## src/hdl/tct_pkg.sv

```systemverilog
// Shared widths, types and constants for the triangle tangent block.
// Depends on nothing; every other file of the block imports it.
package tct_pkg;

	localparam int POS_W     = 24;              // position, Q12.12
	localparam int TEX_W     = 16;              // texture coordinate, Q4.12
	localparam int OUT_W     = 16;              // tangent component, Q1.14
	localparam int DT_W      = TEX_W + 1;       // texcoord difference
	localparam int DP_W      = POS_W + 1;       // position difference
	localparam int MUL_W     = 31;              // shared multiplier operand
	localparam int PROD_W    = 2 * MUL_W;       // shared multiplier product
	localparam int MAG_W     = 43;              // unnormalized component magnitude
	localparam int NRM_W     = 30;              // largest normalized magnitude lies in [2^29, 2^30)
	localparam int SUM_W     = 62;              // sum of three squares
	localparam int ROOT_W    = SUM_W / 2;       // vector length
	localparam int QUO_W     = 16;              // quotient bits of the divider
	localparam int FRAC_W    = 14;              // fraction bits of the output
	localparam int NUM_W     = NRM_W + FRAC_W + 1;
	localparam int ONE_Q14   = 1 << FRAC_W;
	localparam int ROT_COUNT = 3;

	typedef logic signed [POS_W-1:0] pos_t;
	typedef logic signed [TEX_W-1:0] tex_t;
	typedef logic signed [OUT_W-1:0] tan_t;
	typedef logic [MAG_W-1:0]        mag_t;

endpackage

```

## src/hdl/tct_div.sv

```systemverilog
// Restoring divider, one quotient bit per cycle; quotient known to fit QUO_W bits.
// Depends on tct_pkg.
module tct_div import tct_pkg::*; (
	input  logic              clk,
	input  logic              arst_n,
	input  logic              start,
	input  logic [NUM_W-1:0]  numer,
	input  logic [ROOT_W-1:0] denom,
	output logic              done,
	output logic [QUO_W-1:0]  quot
);

	logic              busy_q;
	logic              done_q;
	logic [3:0]        cnt_q;
	logic [ROOT_W:0]   rem_q;
	logic [QUO_W-1:0]  low_q;
	logic [QUO_W-1:0]  quot_q;
	logic [ROOT_W:0]   sh;
	logic              ge;

	assign sh = {rem_q[ROOT_W-1:0], low_q[QUO_W-1]};
	assign ge = sh >= {1'b0, denom};

	always_ff @(posedge clk or negedge arst_n) begin
		if (!arst_n) begin
			busy_q <= 1'b0;
			done_q <= 1'b0;
			cnt_q  <= '0;
		end else if (start) begin
			busy_q <= 1'b1;
			done_q <= 1'b0;
			cnt_q  <= 4'(QUO_W - 1);
		end else if (busy_q) begin
			if (cnt_q == '0) begin
				busy_q <= 1'b0;
				done_q <= 1'b1;
			end else begin
				cnt_q <= cnt_q - 4'd1;
			end
		end else begin
			done_q <= 1'b0;
		end
	end

	always_ff @(posedge clk) begin
		if (start) begin
			rem_q  <= (ROOT_W+1)'(numer >> QUO_W);
			low_q  <= numer[QUO_W-1:0];
			quot_q <= '0;
		end else if (busy_q) begin
			rem_q  <= ge ? sh - {1'b0, denom} : sh;
			low_q  <= low_q << 1;
			quot_q <= {quot_q[QUO_W-2:0], ge};
		end
	end

	assign done = done_q;
	assign quot = quot_q;

endmodule

```

## config.mk

```make
export PLATFORM = sky130hd
export DESIGN_NAME = tct_div
export DESIGN_NICKNAME = d
export VERILOG_FILES = /design/src/hdl/tct_pkg.sv /design/src/hdl/tct_div.sv
export SDC_FILE = /design/constraint.sdc
export NUM_CORES = 1
export LEC_CHECK = 0
export ABC_AREA = 1
export BUFFER_PORTS_ARGS = -buffer_cell sky130_fd_sc_hd__clkbuf_2
export CORE_UTILIZATION = 45
export CTS_CLUSTER_DIAMETER = 120
export DETAILED_ROUTE_END_ITERATION = 8
export PLACE_DENSITY_LB_ADDON = 0.08
export SLEW_MARGIN = 20
export SYNTH_ARGS = -nofsm -noshare
export SYNTH_HDL_FRONTEND = slang
export SYNTH_SLANG_ARGS = --single-unit
export TNS_END_PERCENT = 100
```

## constraint.sdc

```tcl
create_clock -name clk -period 3.95 [get_ports clk]
set_clock_uncertainty 0.05 [all_clocks]
set_input_delay 0.79 -clock clk [delete_from_list [all_inputs] [get_ports clk]]
set_output_delay 0.79 -clock clk [all_outputs]
set_load 0.05 [all_outputs]
```

==> out/metrics.cfg, run 1 <==
[pwr]
p_per_area_nw_per_um2=669
finalPower_mw=4.58
clock_power_share_pct=18.9
internal_power_mw=2.46
ir_drop_mv=0.254
p_leak_nw=3.92
swShare_pct=46.1
p_seq_share_pct=23.7
p_comb_share_pct=57.4
p_sw_mw=2.11

[place]
port_buffers=95
dp_hpwl_um=11800
dp_slack_ns=0.709
gp_congestion=0.942

[setup_path]
crit_type=in2reg
crit_path_end_kind=register
regToRegSetupSlack_ns=1.23
worstReg2RegStart=low_q[15]
cp.required_ns=4.00
start_kind=input port
crit_fanout=19
arrival_ns=2.93
reg2reg_to=rem_q[27]
reg2regPathDepth=16

[global_route]
use_met2_pct=39.3
grt_pass1_vias=5238
grt_use_met1_pct=31.1
overflow=0
use_met3_pct=3.37
grt_busiest_layer=met2
antenna_found_initial=0
grt_max_degree=50
grt_usage_pct=23.9
grt_pass1_wl_um=24800

[sta]
finalWorstSetupSlack_ns=1.08
setup_viol=0
worstMarginPinSlew_ns=0.666
finalHoldViolCount=0
final.setup.tns_ns=0
fin_hold_ws_ns=0.204
maxSlewHeadroom_pct=55.5
rsz0062_at_grt=false
finalCritPeriodShare_pct=72.7
post-route-min-period_ns=2.87
clock.fmax_mhz=348
final_max_slew_viol_count=0

[synth]
netlist_area_um2=5890
synth_warnings=0
ys_seq_elements=69
ys_top_cells_by_count=nand2_1 (380), inv_1 (184), nand3_1 (66)
yosysSeqAreaShare_pct=31.6
avgSynthCellArea_um2=6.41
syn-num-nets=1030
synth_area_leaders=nand2_1 (24%), edfxtp_1 (23%), inv_1 (12%)
synth_edf_count=45
synth_top_area_share_pct=24.2
synth_most_common_cell=nand2_1
synth_top_area_cell=nand2_1
post_synth_num_cell_types=40
synthFlopType=edfxtp_1
netlist_instances=918
synth-async-reset-ratio_pct=8.70

[detailed_routing]
postRouteAntennaNets=0
wl_um=15000
drt-initial-drc-count=308
vias=5602
viasPerCell=4.71
drc=0
first_pass_iters=4
wl_per_cell_um=12.6

[floorplan]
die_h_um=116
rows=41
start_util_pct=46.5
die_area_um2=13500
chipWidth_um=116
core_area_um2=12700
ioPinCount=96

[finish]
regArea_um2=1860
layout-drive-gt1-share_pct=15.1
fillCellCount=1394
multi_input_area_um2=3190
n_antenna_cell=0
nNetsFinal=1124
area_growth_pct=16.2

[run_status]
outcome=finished, final reports clean

[cts]
cts_resized=0
cts_root_buf=clkbuf_16
clock_latency_ns=0.35
clk_pin_slew_worst_paths_ns=0.06
cts_hold_buffers=0
h-tree-depth=3
cts_setup_buffers=0
cts_made_buffers=9
cts_tree=yes
cts.sinks=69
clock_path_buffers=2

[worst_hold_path]
hold_path.class=in2async

[job]
maxCapViolCount=0

layout make-up:
class,count,area share [%]
inverter,186,10.2
multi-input combinational,642,46.7
clock buffer,11,4.02
timing repair buffer,104,8.12
clock inverter,5,0.622
tap,172,3.14
sequential,69,27.2
worst max-delay path: stages:
cell and delay, ns:
clkbuf_2 0.09, ha_1 0.21, fa_1 0.41, inv_1 0.11, nand2_1 0.05, nand2_1 0.08
nand3_2 0.07, nand2_2 0.12, nand2_2 0.07, nand3_2 0.06, nand2_2 0.21, nand2_2 0.14
buf_4 0.26, nand3_1 0.12, nand2_1 0.08, nand2_1 0.04
flip-flops by register name (all words and copies together) (netlist names):
signal  flops
quot       16
cnt_q       4
done        1
rem_q      31
low_q      16
busy_q      1
how the worst max path moves through the flow:
stage	start	endpoint	slack, ns	depth (start not counted)
global placement	denom[0]	rem_q[28]	0.79	16
floorplan	start	low_q[0]	1.05	3
CTS	denom[0]	rem_q[27]	1.07	16
detailed placement	denom[0]	rem_q[27]	0.71	16
global route	denom[0]	rem_q[27]	0.86	16
finish	denom[0]	rem_q[27]	1.08	16
layer usage:
metal | wire length, µm | part of all wire [%] | up-vias
met3 | 631 | 4.2 | 25
met2 | 6790 | 45 | 114
met5 | 0 | 0 | -
met1 | 7200 | 48 | 2449
met4 | 406 | 2.7 | 0
li1 | - | - | 3014
kinds of logic (layout without fill, tap and decap cells):
logic type                 Yosys count  in the layout  synth area share, %
and+or+nand+nor                    555            555                 41.0
AOI/OAI and AO/OA                   39             39                 3.87
buffers and inverters              207            306                 14.1
DFF                                 69             69                 31.6
xor gates and xnor gates            15             15                 2.23
adders and majority gates           33             33                 7.14
power by group through the flow:
| stage | clock (mW) | sequential (mW) | combinational [mW] |
|---|---|---|---|
| after floorplan | 0 | 1.09 | 2.03 |
| after global placement | 0 | 1.10 | 2.61 |
| after detailed placement | 0 | 1.09 | 2.62 |
| after CTS | 0.883 | 1.08 | 2.63 |
| after global routing | 0.916 | 1.10 | 3.01 |
| final | 0.865 | 1.08 | 2.63 |
cell usage in the layout (no fill, tap or decap), drive strengths merged, types with 4 or more instances in the layout:
cell type / synthesis / layout
a21oi: 17 / 17
and2: 4 / 4
buf: 14 / 9
clkbuf: 7 / 106
dfrtp: 6 / 6
dfxtp: 18 / 18
edfxtp: 45 / 45
ha: 32 / 32
inv: 185 / 189
nand2: 389 / 389
nand3: 70 / 70
nand3b: 26 / 26
nand4: 6 / 6
nor2: 50 / 50
nor3: 5 / 5
o21ai: 5 / 5
o22ai: 14 / 14
xnor2: 13 / 13
metrics by stage:
step / utilization, % / cells / instance area [µm²]
final: 54.0 / 1189 / 6840
after global routing: 54.0 / 1189 / 6840
after CTS: 54.0 / 1189 / 6840
after detailed placement: 51.5 / 1173 / 6530
after global placement: 51.5 / 1173 / 6530
after floorplan: - / 918 / 5890
Power figures use the tool's default switching activity.
==> inputs of run 2 (changes only) <==
- clock period: 3.95 -> 2.6 ns (I/O delays scaled with it)
==> run 2 against run 1 <==
  * Final cell count up 3.0%
  * Core utilization is 2.0 points higher
  * Largest power group unchanged
  * Die area is the same
  * Highest routed layer unchanged
  * Setup slack got worse by 0.81 ns
  * Power rose by 56%
==> out/metrics.cfg, run 2 (same netlist as run 1, synthesis figures left out) <==
[detailed_routing]
drt-initial-drc-count=247
drc=0
vias=5627
viasPerCell=4.59
first_pass_iters=4
wl_per_cell_um=11.9
wl_um=14600
postRouteAntennaNets=0

[setup_path]
slowest_stage=edfxtp_1
reg2reg_to=rem_q[21]
cp_top_family=simple AND/OR/NAND/NOR gates
cp.required_ns=2.65
critPathMaxStageDelay_ns=0.39
worstPathCellList=ha_1 > nand2_1 > nand2_1 > inv_1 > nand2_1 > a21oi_1 > nand3_2 > nand2_2 > buf_6 > nand3b_1 > nand3_1 > nand2_1
critPathMostFrequentCell=nand2_1
arrival_ns=2.38
regToRegSetupSlack_ns=0.27
crit_path_end_kind=register
crit_buf_inv=2
worstReg2RegStart=rem_q[14]
crit_fanout=23
reg2regPathDepth=12
start_kind=register
crit_type=reg2reg

[place]
gp_congestion=0.947
dp_hpwl_um=11900
dp_slack_ns=-0.0339
port_buffers=95

[cts]
cts_tree=yes
clock_path_buffers=2
cts_made_buffers=9
clk_pin_slew_worst_paths_ns=0.06
h-tree-depth=3
cts.sinks=69
cts_setup_buffers=0
clock_latency_ns=0.35
cts_root_buf=clkbuf_16

[global_route]
antenna_found_initial=0
grt_usage_pct=23.5
overflow=0
grt_pass1_wl_um=24800
grt_pass1_vias=5387
grt_max_degree=31

[finish]
layout_common_cells=nand2_1 (380), inv_1 (183), clkbuf_2 (95), nand3_1 (66), edfxtp_1 (45)
fillCellCount=1370
area_growth_pct=20.4
final_core_utilization_pct=56.0
final_common_cell=nand2_1
nNetsFinal=1160
multi_input_area_um2=3190
largest_register_ffs=31
top_register=rem_q
n_antenna_cell=0
layout-drive-gt1-share_pct=17.8
regArea_um2=1860

[sta]
setup_viol=0
finalHoldViolCount=0
final.setup.tns_ns=0
worstMarginPinSlew_ns=0.459
final_max_slew_viol_count=0
post-route-min-period_ns=2.33
rsz0062_at_grt=false
clock.fmax_mhz=429
finalCritPeriodShare_pct=89.6
finalWorstSetupSlack_ns=0.271
maxSlewHeadroom_pct=69.4

[job]
maxCapViolCount=0

[pwr]
finalPower_mw=7.14
p_leak_nw=4.07
p_per_area_nw_per_um2=1010
ir_drop_mv=0.502

[worst_hold_path]
hold_path.class=in2reg
whs_endpoint=low_q[0]
hold_path_depth=3
min_from=numer[0]

[run_status]
outcome=finished, final reports clean

[floorplan]
die_h_um=116
start_util_pct=46.5
chipWidth_um=116
rows=41
die_area_um2=13500
core_area_um2=12700
ioPinCount=96

[run 2: metal layers]
metal	GRT usage (%)	part of all wire, %	wire [µm]	vias up
li1	-	-	-	3077
met1	30.6	49	7210	2448
met2	40.2	46	6700	93
met3	4.88	3.7	545	9
met4	4.79	0.86	126	0
met5	0	0	0	-
[run 2: area by class of cell]
type / count / area share (%)
inverter: 186 / 9.84
multi-input combinational: 642 / 45.0
clock buffer: 11 / 3.28
clock inverter: 5 / 0.459
tap: 172 / 3.03
sequential: 69 / 26.3
timing repair buffer: 140 / 12.1
[run 2: power breakdown]
part | internal [mW] | switching, mW | leakage (nW)
combinational | 1.79 | 2.56 | 3.24
clock | 0.649 | 0.493 | 0.135
sequential | 1.50 | 0.144 | 0.697
[run 2: worst max-delay path by stage]
stage              start   endpoint  slack [ns]  cells past startpoint
2_1_floorplan      start   low_q[0]        0.08                      3
3_3_place_gp   denom[15]  rem_q[24]       -0.04                     14
3_5_place_dp   denom[15]  rem_q[21]       -0.03                     14
4_1_cts        rem_q[14]  rem_q[21]        0.20                     12
5_1_grt        low_q[15]  rem_q[12]        0.04                     16
6_report       rem_q[14]  rem_q[21]        0.27                     12
[run 2: through the flow]
step | hold WS [ns] | std cells | cell area, µm²
after floorplan | 0.174 | 918 | 5890
after global placement | 0.309 | 1208 | 6810
after detailed placement | 0.308 | 1208 | 6810
after CTS | 0.381 | 1225 | 7090
after global routing | 0.387 | 1225 | 7090
final | 0.387 | 1225 | 7090
[run 2: worst reg2reg max path: stages, from the launching register on]
cell	delay, ns
edfxtp_1	0.39
ha_1	0.36
nand2_1	0.09
nand2_1	0.09
inv_1	0.07
nand2_1	0.07
a21oi_1	0.22
nand3_2	0.11
nand2_2	0.10
buf_6	0.25
nand3b_1	0.13
nand3_1	0.10
nand2_1	0.06
[run 2: timing repair]
item                       4_1_cts  5_1_grt
hold endpoints to repair         6        0
setup endpoints to repair        0        1
hold buffers                     1        0
gates resized for setup          0        1
