## src/hdl/tct_pkg.sv

```systemverilog
// Shared widths, types and constants for the triangle tangent block.
// Depends on nothing; every other file of the block imports it.
package tct_pkg;

	localparam int POS_W     = 24;              // position, Q12.12
	localparam int TEX_W     = 16;              // texture coordinate, Q4.12
	localparam int OUT_W     = 16;              // tangent component, Q1.14
	localparam int DT_W      = TEX_W + 1;       // texcoord difference
	localparam int DP_W      = POS_W + 1;       // position difference
	localparam int MUL_W     = 31;              // shared multiplier operand
	localparam int PROD_W    = 2 * MUL_W;       // shared multiplier product
	localparam int MAG_W     = 43;              // unnormalized component magnitude
	localparam int NRM_W     = 30;              // largest normalized magnitude lies in [2^29, 2^30)
	localparam int SUM_W     = 62;              // sum of three squares
	localparam int ROOT_W    = SUM_W / 2;       // vector length
	localparam int QUO_W     = 16;              // quotient bits of the divider
	localparam int FRAC_W    = 14;              // fraction bits of the output
	localparam int NUM_W     = NRM_W + FRAC_W + 1;
	localparam int ONE_Q14   = 1 << FRAC_W;
	localparam int ROT_COUNT = 3;

	typedef logic signed [POS_W-1:0] pos_t;
	typedef logic signed [TEX_W-1:0] tex_t;
	typedef logic signed [OUT_W-1:0] tan_t;
	typedef logic [MAG_W-1:0]        mag_t;

endpackage

```

## src/hdl/tct_isqrt.sv

```systemverilog
// Iterative floor square root, one result bit per cycle.
// Depends on tct_pkg.
module tct_isqrt import tct_pkg::*; (
	input  logic              clk,
	input  logic              arst_n,
	input  logic              start,
	input  logic [SUM_W-1:0]  radicand,
	output logic              done,
	output logic [ROOT_W-1:0] root
);

	localparam int STEPS = SUM_W / 2;

	logic             busy_q;
	logic             done_q;
	logic [4:0]       bitpos_q;
	logic [SUM_W-1:0] n_q;
	logic [SUM_W-1:0] r_q;
	logic [SUM_W-1:0] bitval;
	logic [SUM_W-1:0] trial;
	logic             ge;

	assign bitval = SUM_W'(1) << {bitpos_q, 1'b0};
	assign trial  = r_q + bitval;
	assign ge     = n_q >= trial;

	always_ff @(posedge clk or negedge arst_n) begin
		if (!arst_n) begin
			busy_q   <= 1'b0;
			done_q   <= 1'b0;
			bitpos_q <= '0;
		end else if (start) begin
			busy_q   <= 1'b1;
			done_q   <= 1'b0;
			bitpos_q <= 5'(STEPS - 1);
		end else if (busy_q) begin
			if (bitpos_q == '0) begin
				busy_q <= 1'b0;
				done_q <= 1'b1;
			end else begin
				bitpos_q <= bitpos_q - 5'd1;
			end
		end else begin
			done_q <= 1'b0;
		end
	end

	always_ff @(posedge clk) begin
		if (start) begin
			n_q <= radicand;
			r_q <= '0;
		end else if (busy_q) begin
			if (ge) begin
				n_q <= n_q - trial;
				r_q <= (r_q >> 1) + bitval;
			end else begin
				r_q <= r_q >> 1;
			end
		end
	end

	assign done = done_q;
	assign root = r_q[ROOT_W-1:0];

endmodule

```

## config.mk

```make
export PLATFORM = sky130hd
export DESIGN_NAME = tct_isqrt
export DESIGN_NICKNAME = d
export VERILOG_FILES = /design/src/hdl/tct_pkg.sv /design/src/hdl/tct_isqrt.sv
export SDC_FILE = /design/constraint.sdc
export NUM_CORES = 1
export LEC_CHECK = 0
export ABC_AREA = 0
export BUFFER_PORTS_ARGS = -buffer_cell sky130_fd_sc_hd__buf_2
export CORE_MARGIN = 5
export CORE_UTILIZATION = 57
export DETAILED_ROUTE_END_ITERATION = 16
export GPL_TIMING_DRIVEN = 0
export PLACE_DENSITY = 0.91
export SLEW_MARGIN = 20
export SYNTH_ARGS = -nofsm -noshare
export SYNTH_HDL_FRONTEND = slang
export SYNTH_SLANG_ARGS = --single-unit
```

## constraint.sdc

```tcl
create_clock -name clk -period 9.2 [get_ports clk]
set_clock_uncertainty 0.15 [all_clocks]
set_input_delay 0.92 -clock clk [delete_from_list [all_inputs] [get_ports clk]]
set_output_delay 0.92 -clock clk [all_outputs]
set_load 0.05 [all_outputs]
```

==> impl_metrics.toml, run 1 <==
[run_status]
outcome = "completed"

[timing]
worstMarginPinSlew_ns = 1.08
slew_viol_final = 0
setup_slack_ns = 0.703
fmax_ghz = 0.118
finalCritPeriodShare_pct = 92.4
rsz0062_at_grt = "no"
tns_ns = 0
hold_viol_final = 0
min_period_ns = 8.50
finalSetupViolCount = 0
slew_headroom_pct = 28.1

[layout]
diodes = 0
instances_no_fill = 2375
drive_above_1_share_pct = 10.7
final_util_pct = 64.2
area_growth_pct = 11.1
nFillCells = 2213
layout.nets = 2227

[power]
p_total_uw = 5020
swShare_pct = 49.7
power.leakage_uw = 0.00635
intPower_uw = 2530
p_comb_share_pct = 63.8
netSwitchingPower_uw = 2490
power_frac_clock_pct = 15.4
sequentialPowerShare_pct = 20.7
power_density_nw_per_um2 = 310
irDropWorstVdd_mv = 0.193

[cts]
clk_pin_slew_worst_paths_ns = 0.07
cts_hold_buffers = 0
cts_sinks = 131
clock_latency_ns = 0.44
cts_tree = "built"
h-tree-depth = 4
cts_resized = 0
clockRootBuffer = "clkbuf_16"
numCtsBuffers = 17
clk_path_buf_depth = 2
post_cts_buffers = 0

[synth]
synth_most_common_cell = "nand2_1"
syn_avg_cell_area_um2 = 7.60
synth_area_leaders = "edfxtp_1 13%, ha_1 11%, dfxtp_1 8.5%"
synth-simple-area-share_pct = 21.1
synth_top_family_by_area = "compound AO/OA/AOI/OAI gates"
synth_area_leader_cell = "edfxtp_1"
syn_inst = 1915
ys.flop_type = "edfxtp_1"
mappedNetlistArea_um2 = 14600
synth_commonest_cells = "223 x nand2_1, 169 x nor2_1, 162 x o21ai_0"
synth_top_cell_area_share_pct = 12.8
syn_nets = 2110
async_reset_ff_share_pct = 5.34
yosys-mux-area-fraction_pct = 1.44
synth-compound-area-share_pct = 29.0
synth-edff-count = 62
synth_cell_types = 85
ys_seq_elements = 131
synth-seq-area-share_pct = 22.5
synthXorXnorAreaFrac_pct = 8.54
synthAdderAreaFrac_pct = 11.5
ys_warn_count = 0

[place]
dp_cells = 2343
portBuffers = 95
gp_congestion = 1.04
dp_hpwl_um = 41500
pre_cts_ws_ns = 1.01

[route]
antenna_left = 0
vias_per_cell = 6.80
drc_errors = 0
drtIter0Drc = 2379
drt-total-wl_um = 53300
wl_per_cell_um = 22.4
drt-pass1-iter-count = 9
vias = 16200

[global_route]
grt_max_degree = 26
grt_pass1_vias = 14900
grt_usage_pct = 35.8
grt_overflow = 0
grt_pass1_wl_um = 81900
antenna_found_initial = 0

[setup_path]
startpoint_type = "flip-flop"
ff2ff_setup_slack_ns = 0.70
critPathMaxFanout = 25
crit_path_max_incr_delay_ns = 0.73
crit_type = "flip-flop to flip-flop"
worst_r2r_endpoint = "n_q[38]"
crit_path_end_kind = "flip-flop"
setup.worst_path.end = "n_q[38]"
crit_start = "bitpos_q[0]"
cp_slowest_cell = "nor3_1"
r2r_start = "bitpos_q[0]"
cp_common_cell = "ha_1"
cp.required_ns = 9.24
cp.arrival_ns = 8.53
rr_worst_depth = 28

[die]
rows = 58
dieArea_um2 = 28800
pin_count = 97
core-area_um2 = 25200
die_h_um = 170
die_w_um = 170
start_util_pct = 57.8

[run]
max_cap_viol_count = 0

[hold_path]
min_path_type = "input pin to async pin"
==> metrics by stage <==
step                area, um^2  hold WS (ns)
finish                   16200         0.145
CTS                      16200         0.152
global placement         15400         0.331
floorplan                14600         0.328
detailed placement       15500         0.333
global route             16200         0.163
==> critical path, delay by kind of cell (launching register included) <==
family                   cells  cell delay [ns]
AO/OA/AOI/OAI                9             2.57
XOR/XNOR                     1             0.18
adder cells (fa/ha/maj)      5             1.29
buffers and inverters        7             1.67
flip-flops                   1             0.43
AND/OR/NAND/NOR              6             1.92
==> power by group through the flow <==
stage                     sequential [uW]  combinational, uW  clock (uW)
after CTS                            1030               3100         771
after detailed placement             1040               3070           0
after floorplan                       991               2300           0
after global placement               1050               2990           0
final                                1040               3200         775
after global routing                 1050               3470         797
==> sequential cells by signal, indices dropped and copies added (netlist names) <==
name,flops
bitpos_q,5
n_q,62
done,1
r_q,62
busy_q,1
==> cells in the final DEF (no fill, tap or decap), drive strengths merged, types with 20 or more instances in the layout <==
master / count
a311oi: 25
buf: 150
and2: 21
edfxtp: 62
xnor2: 75
and3: 26
xor2: 67
nand4: 34
nand2: 223
a211oi: 35
inv: 56
a21o: 47
o21ai: 172
or3: 20
o21bai: 26
clkbuf: 107
nor2: 170
a21oi: 118
o211ai: 20
nand3: 43
a31oi: 59
dfxtp: 62
ha: 129
nor3: 44
==> worst min-delay path by stage <==
stage / cells after the start / endpoint / slack, ns
after global placement: 2 / done / 0.33
after detailed placement: 2 / done / 0.33
after global routing: 1 / busy_q / 0.16
after floorplan: 2 / r_q[0] / 0.33
final: 1 / busy_q / 0.14
after CTS: 1 / busy_q / 0.15
==> per-layer routing <==
| metal | wire length, um | part of all wire, % | GRT usage, % |
|---|---|---|---|
| met1 | 21800 | 41 | 49.5 |
| met3 | 6350 | 12 | 7.55 |
| met5 | 0 | 0 | 0 |
| met4 | 2770 | 5.2 | 16.2 |
| met2 | 22300 | 42 | 53.8 |
==> logic make-up (layout without fill, tap and decap cells) <==
kind of cell    count (synthesis)  after routing
compound gates                645            645
xor+xnor                      142            142
fa+ha+maj                     134            134
buf+inv                       192            322
flops                         131            131
mux                            20             20
simple gates                  651            651
==> final cells by class <==
| type | instances | area (um^2) | area share [%] |
|---|---|---|---|
| tap | 330 | 413 | 2.55 |
| sequential | 131 | 3280 | 20.3 |
| multi-input combinational | 1592 | 10400 | 64.5 |
| clock buffer | 20 | 458 | 2.83 |
| clock inverter | 12 | 175 | 1.08 |
| buffer | 139 | 662 | 4.09 |
| inverter | 53 | 199 | 1.23 |
| timing repair buffer | 98 | 558 | 3.45 |
Power figures use the tool's default switching activity.
==> run 2: changes to the inputs <==
ABC_AREA = 1   (was 0)
CORE_UTILIZATION = 56   (was 57)
PLACE_DENSITY = 0.89   (was 0.91)
==> run 2 against run 1 <==
- clock-buffer cell count up 2
- setup slack better by 1.9 ns
- clock power about the same
- non-clock buffer count down 60
- register-to-register slack better by 1.9 ns
- first-iteration DRC count up 5.0%
- sequential power up 7%
- via count up 38%
- sequential share of layout area down 3.9 points
- synthesized area up 25%
- die area up 26%
- routed wire length up 46%
- critical path type unchanged
- largest cell class unchanged
- largest power group unchanged
==> impl_metrics.toml, run 2 <==
[setup_path]
cp.required_ns = 9.28
critPathMaxFanout = 18
crit_path_end_kind = "flip-flop"
cp.arrival_ns = 6.69
crit_type = "flip-flop to flip-flop"
startpoint_type = "flip-flop"

[cts]
clock_latency_ns = 0.48
clk_pin_slew_worst_paths_ns = 0.07
clockRootBuffer = "clkbuf_16"
post_cts_buffers = 0
cts_hold_buffers = 0
cts_tree = "built"
cts_sinks = 131
h-tree-depth = 4
cts_resized = 0
clk_path_buf_depth = 2
numCtsBuffers = 17

[global_route]
grt_usage_pct = 41.9
grt_overflow = 0
grt.met3_usage_pct = 5.64
grt_pass1_vias = 21500
grt-busiest-layer = "met2"
antenna_found_initial = 0
met2_usage_pct = 69.2
grt_pass1_wl_um = 116000
met1_usage_pct = 48.2
grt_max_degree = 19

[route]
vias = 22200
drt-total-wl_um = 77500
drc_errors = 0
antenna_left = 0
vias_per_cell = 5.86
drtIter0Drc = 2497
drt-pass1-iter-count = 9
wl_per_cell_um = 20.4

[synth]
synth_area_leaders = "nand2_1 21%, edfxtp_1 10%, inv_1 9.2%"
synth_top_cell_area_share_pct = 21.3
synth_commonest_cells = "1034 x nand2_1, 447 x inv_1, 418 x nor2_1"
syn_nets = 3414
async_reset_ff_share_pct = 5.34
syn_inst = 3219
ys.flop_type = "edfxtp_1"
mappedNetlistArea_um2 = 18300
ys_seq_elements = 131
synth_cell_types = 59
synth_area_leader_cell = "nand2_1"
synth-edff-count = 62
ys_warn_count = 0
synth_most_common_cell = "nand2_1"
synth-seq-area-share_pct = 18.0
syn_avg_cell_area_um2 = 5.67

[layout]
diodes = 0
area_growth_pct = 9.86
final_util_pct = 62.0
final_common_cell = "nand2_1"
drive_above_1_share_pct = 7.31
reg_top3 = "n_q (62), r_q (62), bitpos_q (5)"
layout_common_cells = "1034 x nand2_1, 447 x inv_1, 418 x nor2_1"
layout.nets = 3533

[die]
die_w_um = 191
dieArea_um2 = 36300
rows = 66
start_util_pct = 56.4
pin_count = 97
die_h_um = 191
core-area_um2 = 32400

[power]
irDropWorstVdd_mv = 0.264
power.leakage_uw = 0.00904
power_density_nw_per_um2 = 302

[timing]
setup_slack_ns = 2.59
tns_ns = 0
hold_viol_final = 0
fmax_ghz = 0.151
slew_headroom_pct = 34.4
worstMarginPinSlew_ns = 0.985
slew_viol_final = 0
finalSetupViolCount = 0
min_period_ns = 6.61
rsz0062_at_grt = "no"
finalCritPeriodShare_pct = 71.8

[place]
pre_cts_ws_ns = 2.71
gp_congestion = 1.04
dp_hpwl_um = 64500
portBuffers = 96

[hold_path]
min_path_type = "input pin to async pin"

[run_status]
outcome = "completed"

[run]
max_cap_viol_count = 0
## run 2: metal layers
metal	share of wire [%]	up-vias
met5	0	-
met4	9.8	0
met3	8.8	351
met2	45	1412
met1	37	9849
li1	-	10600
## run 2: where the power goes
| group | switching, uW | internal (uW) |
|---|---|---|
| logic | 2810 | 1360 |
| clock network | 314 | 462 |
| registers | 209 | 906 |
## run 2: cells by family after synthesis
group / after synthesis / share of synthesized area, %
buffers and inverters: 533 / 12.1
DFF: 131 / 18.0
AOI/OAI and AO/OA: 497 / 15.4
xor gates and xnor gates: 72 / 3.45
adders and majority gates: 130 / 8.95
and+or+nand+nor: 1856 / 42.2
## run 2: final timing paths
kind / from / to / slack, ns / cells after the start
worst max-delay path: bitpos_q[1] / n_q[5] / 2.59 / 24
worst min-delay path: arst_n / bitpos_q[3] / 0.12 / 1
worst max register to register: bitpos_q[1] / n_q[5] / 2.59 / 24
worst min register to register: done / done / 0.35 / 1
max in group asynchronous: arst_n / bitpos_q[2] / 8.63 / 1
min in group clk: done / done / 0.35 / 1
## run 2: layout make-up
| cell class | count | area [um^2] |
|---|---|---|
| fill | 3344 | 12300 |
| clock buffer | 22 | 528 |
| buffer | 77 | 498 |
| timing repair buffer | 100 | 591 |
| inverter | 456 | 1710 |
| sequential | 131 | 3280 |
| clock inverter | 10 | 114 |
| multi-input combinational | 2555 | 12800 |
| tap | 442 | 553 |
## run 2: metrics by stage
stage / std cells / hold WS [ns] / power [uW] / instance area, um^2
2_1_floorplan: 3219 / 0.299 / 3870 / 18300
3_3_place_gp: 3757 / 0.324 / 5040 / 19300
3_5_place_dp: 3761 / 0.334 / 5120 / 19400
4_1_cts: 3793 / 0.118 / 5900 / 20100
5_1_grt: 3793 / 0.131 / 6440 / 20100
6_report: 3793 / 0.118 / 6070 / 20100
## run 2: critical path, stage by stage, from the launching register on
cell and delay [ns]:
dfrtp_1 0.40, inv_1 0.17, ha_1 0.39, nand2_1 0.27, nor2_1 0.26, ha_1 0.24, nand2_1 0.11, o21ai_0 0.45
nand2_1 0.16, o21ai_0 0.37, a21oi_1 0.20, nor3_1 0.22, nor2_1 0.10, nand3_1 0.09, nand2_1 0.11, ha_1 0.37
nand2_1 0.16, o21ai_0 0.18, a21oi_1 0.33, o21ai_0 0.14, a21oi_1 0.73, a31oi_4 0.19, buf_16 0.22, buf_16 0.17
buf_16 0.17
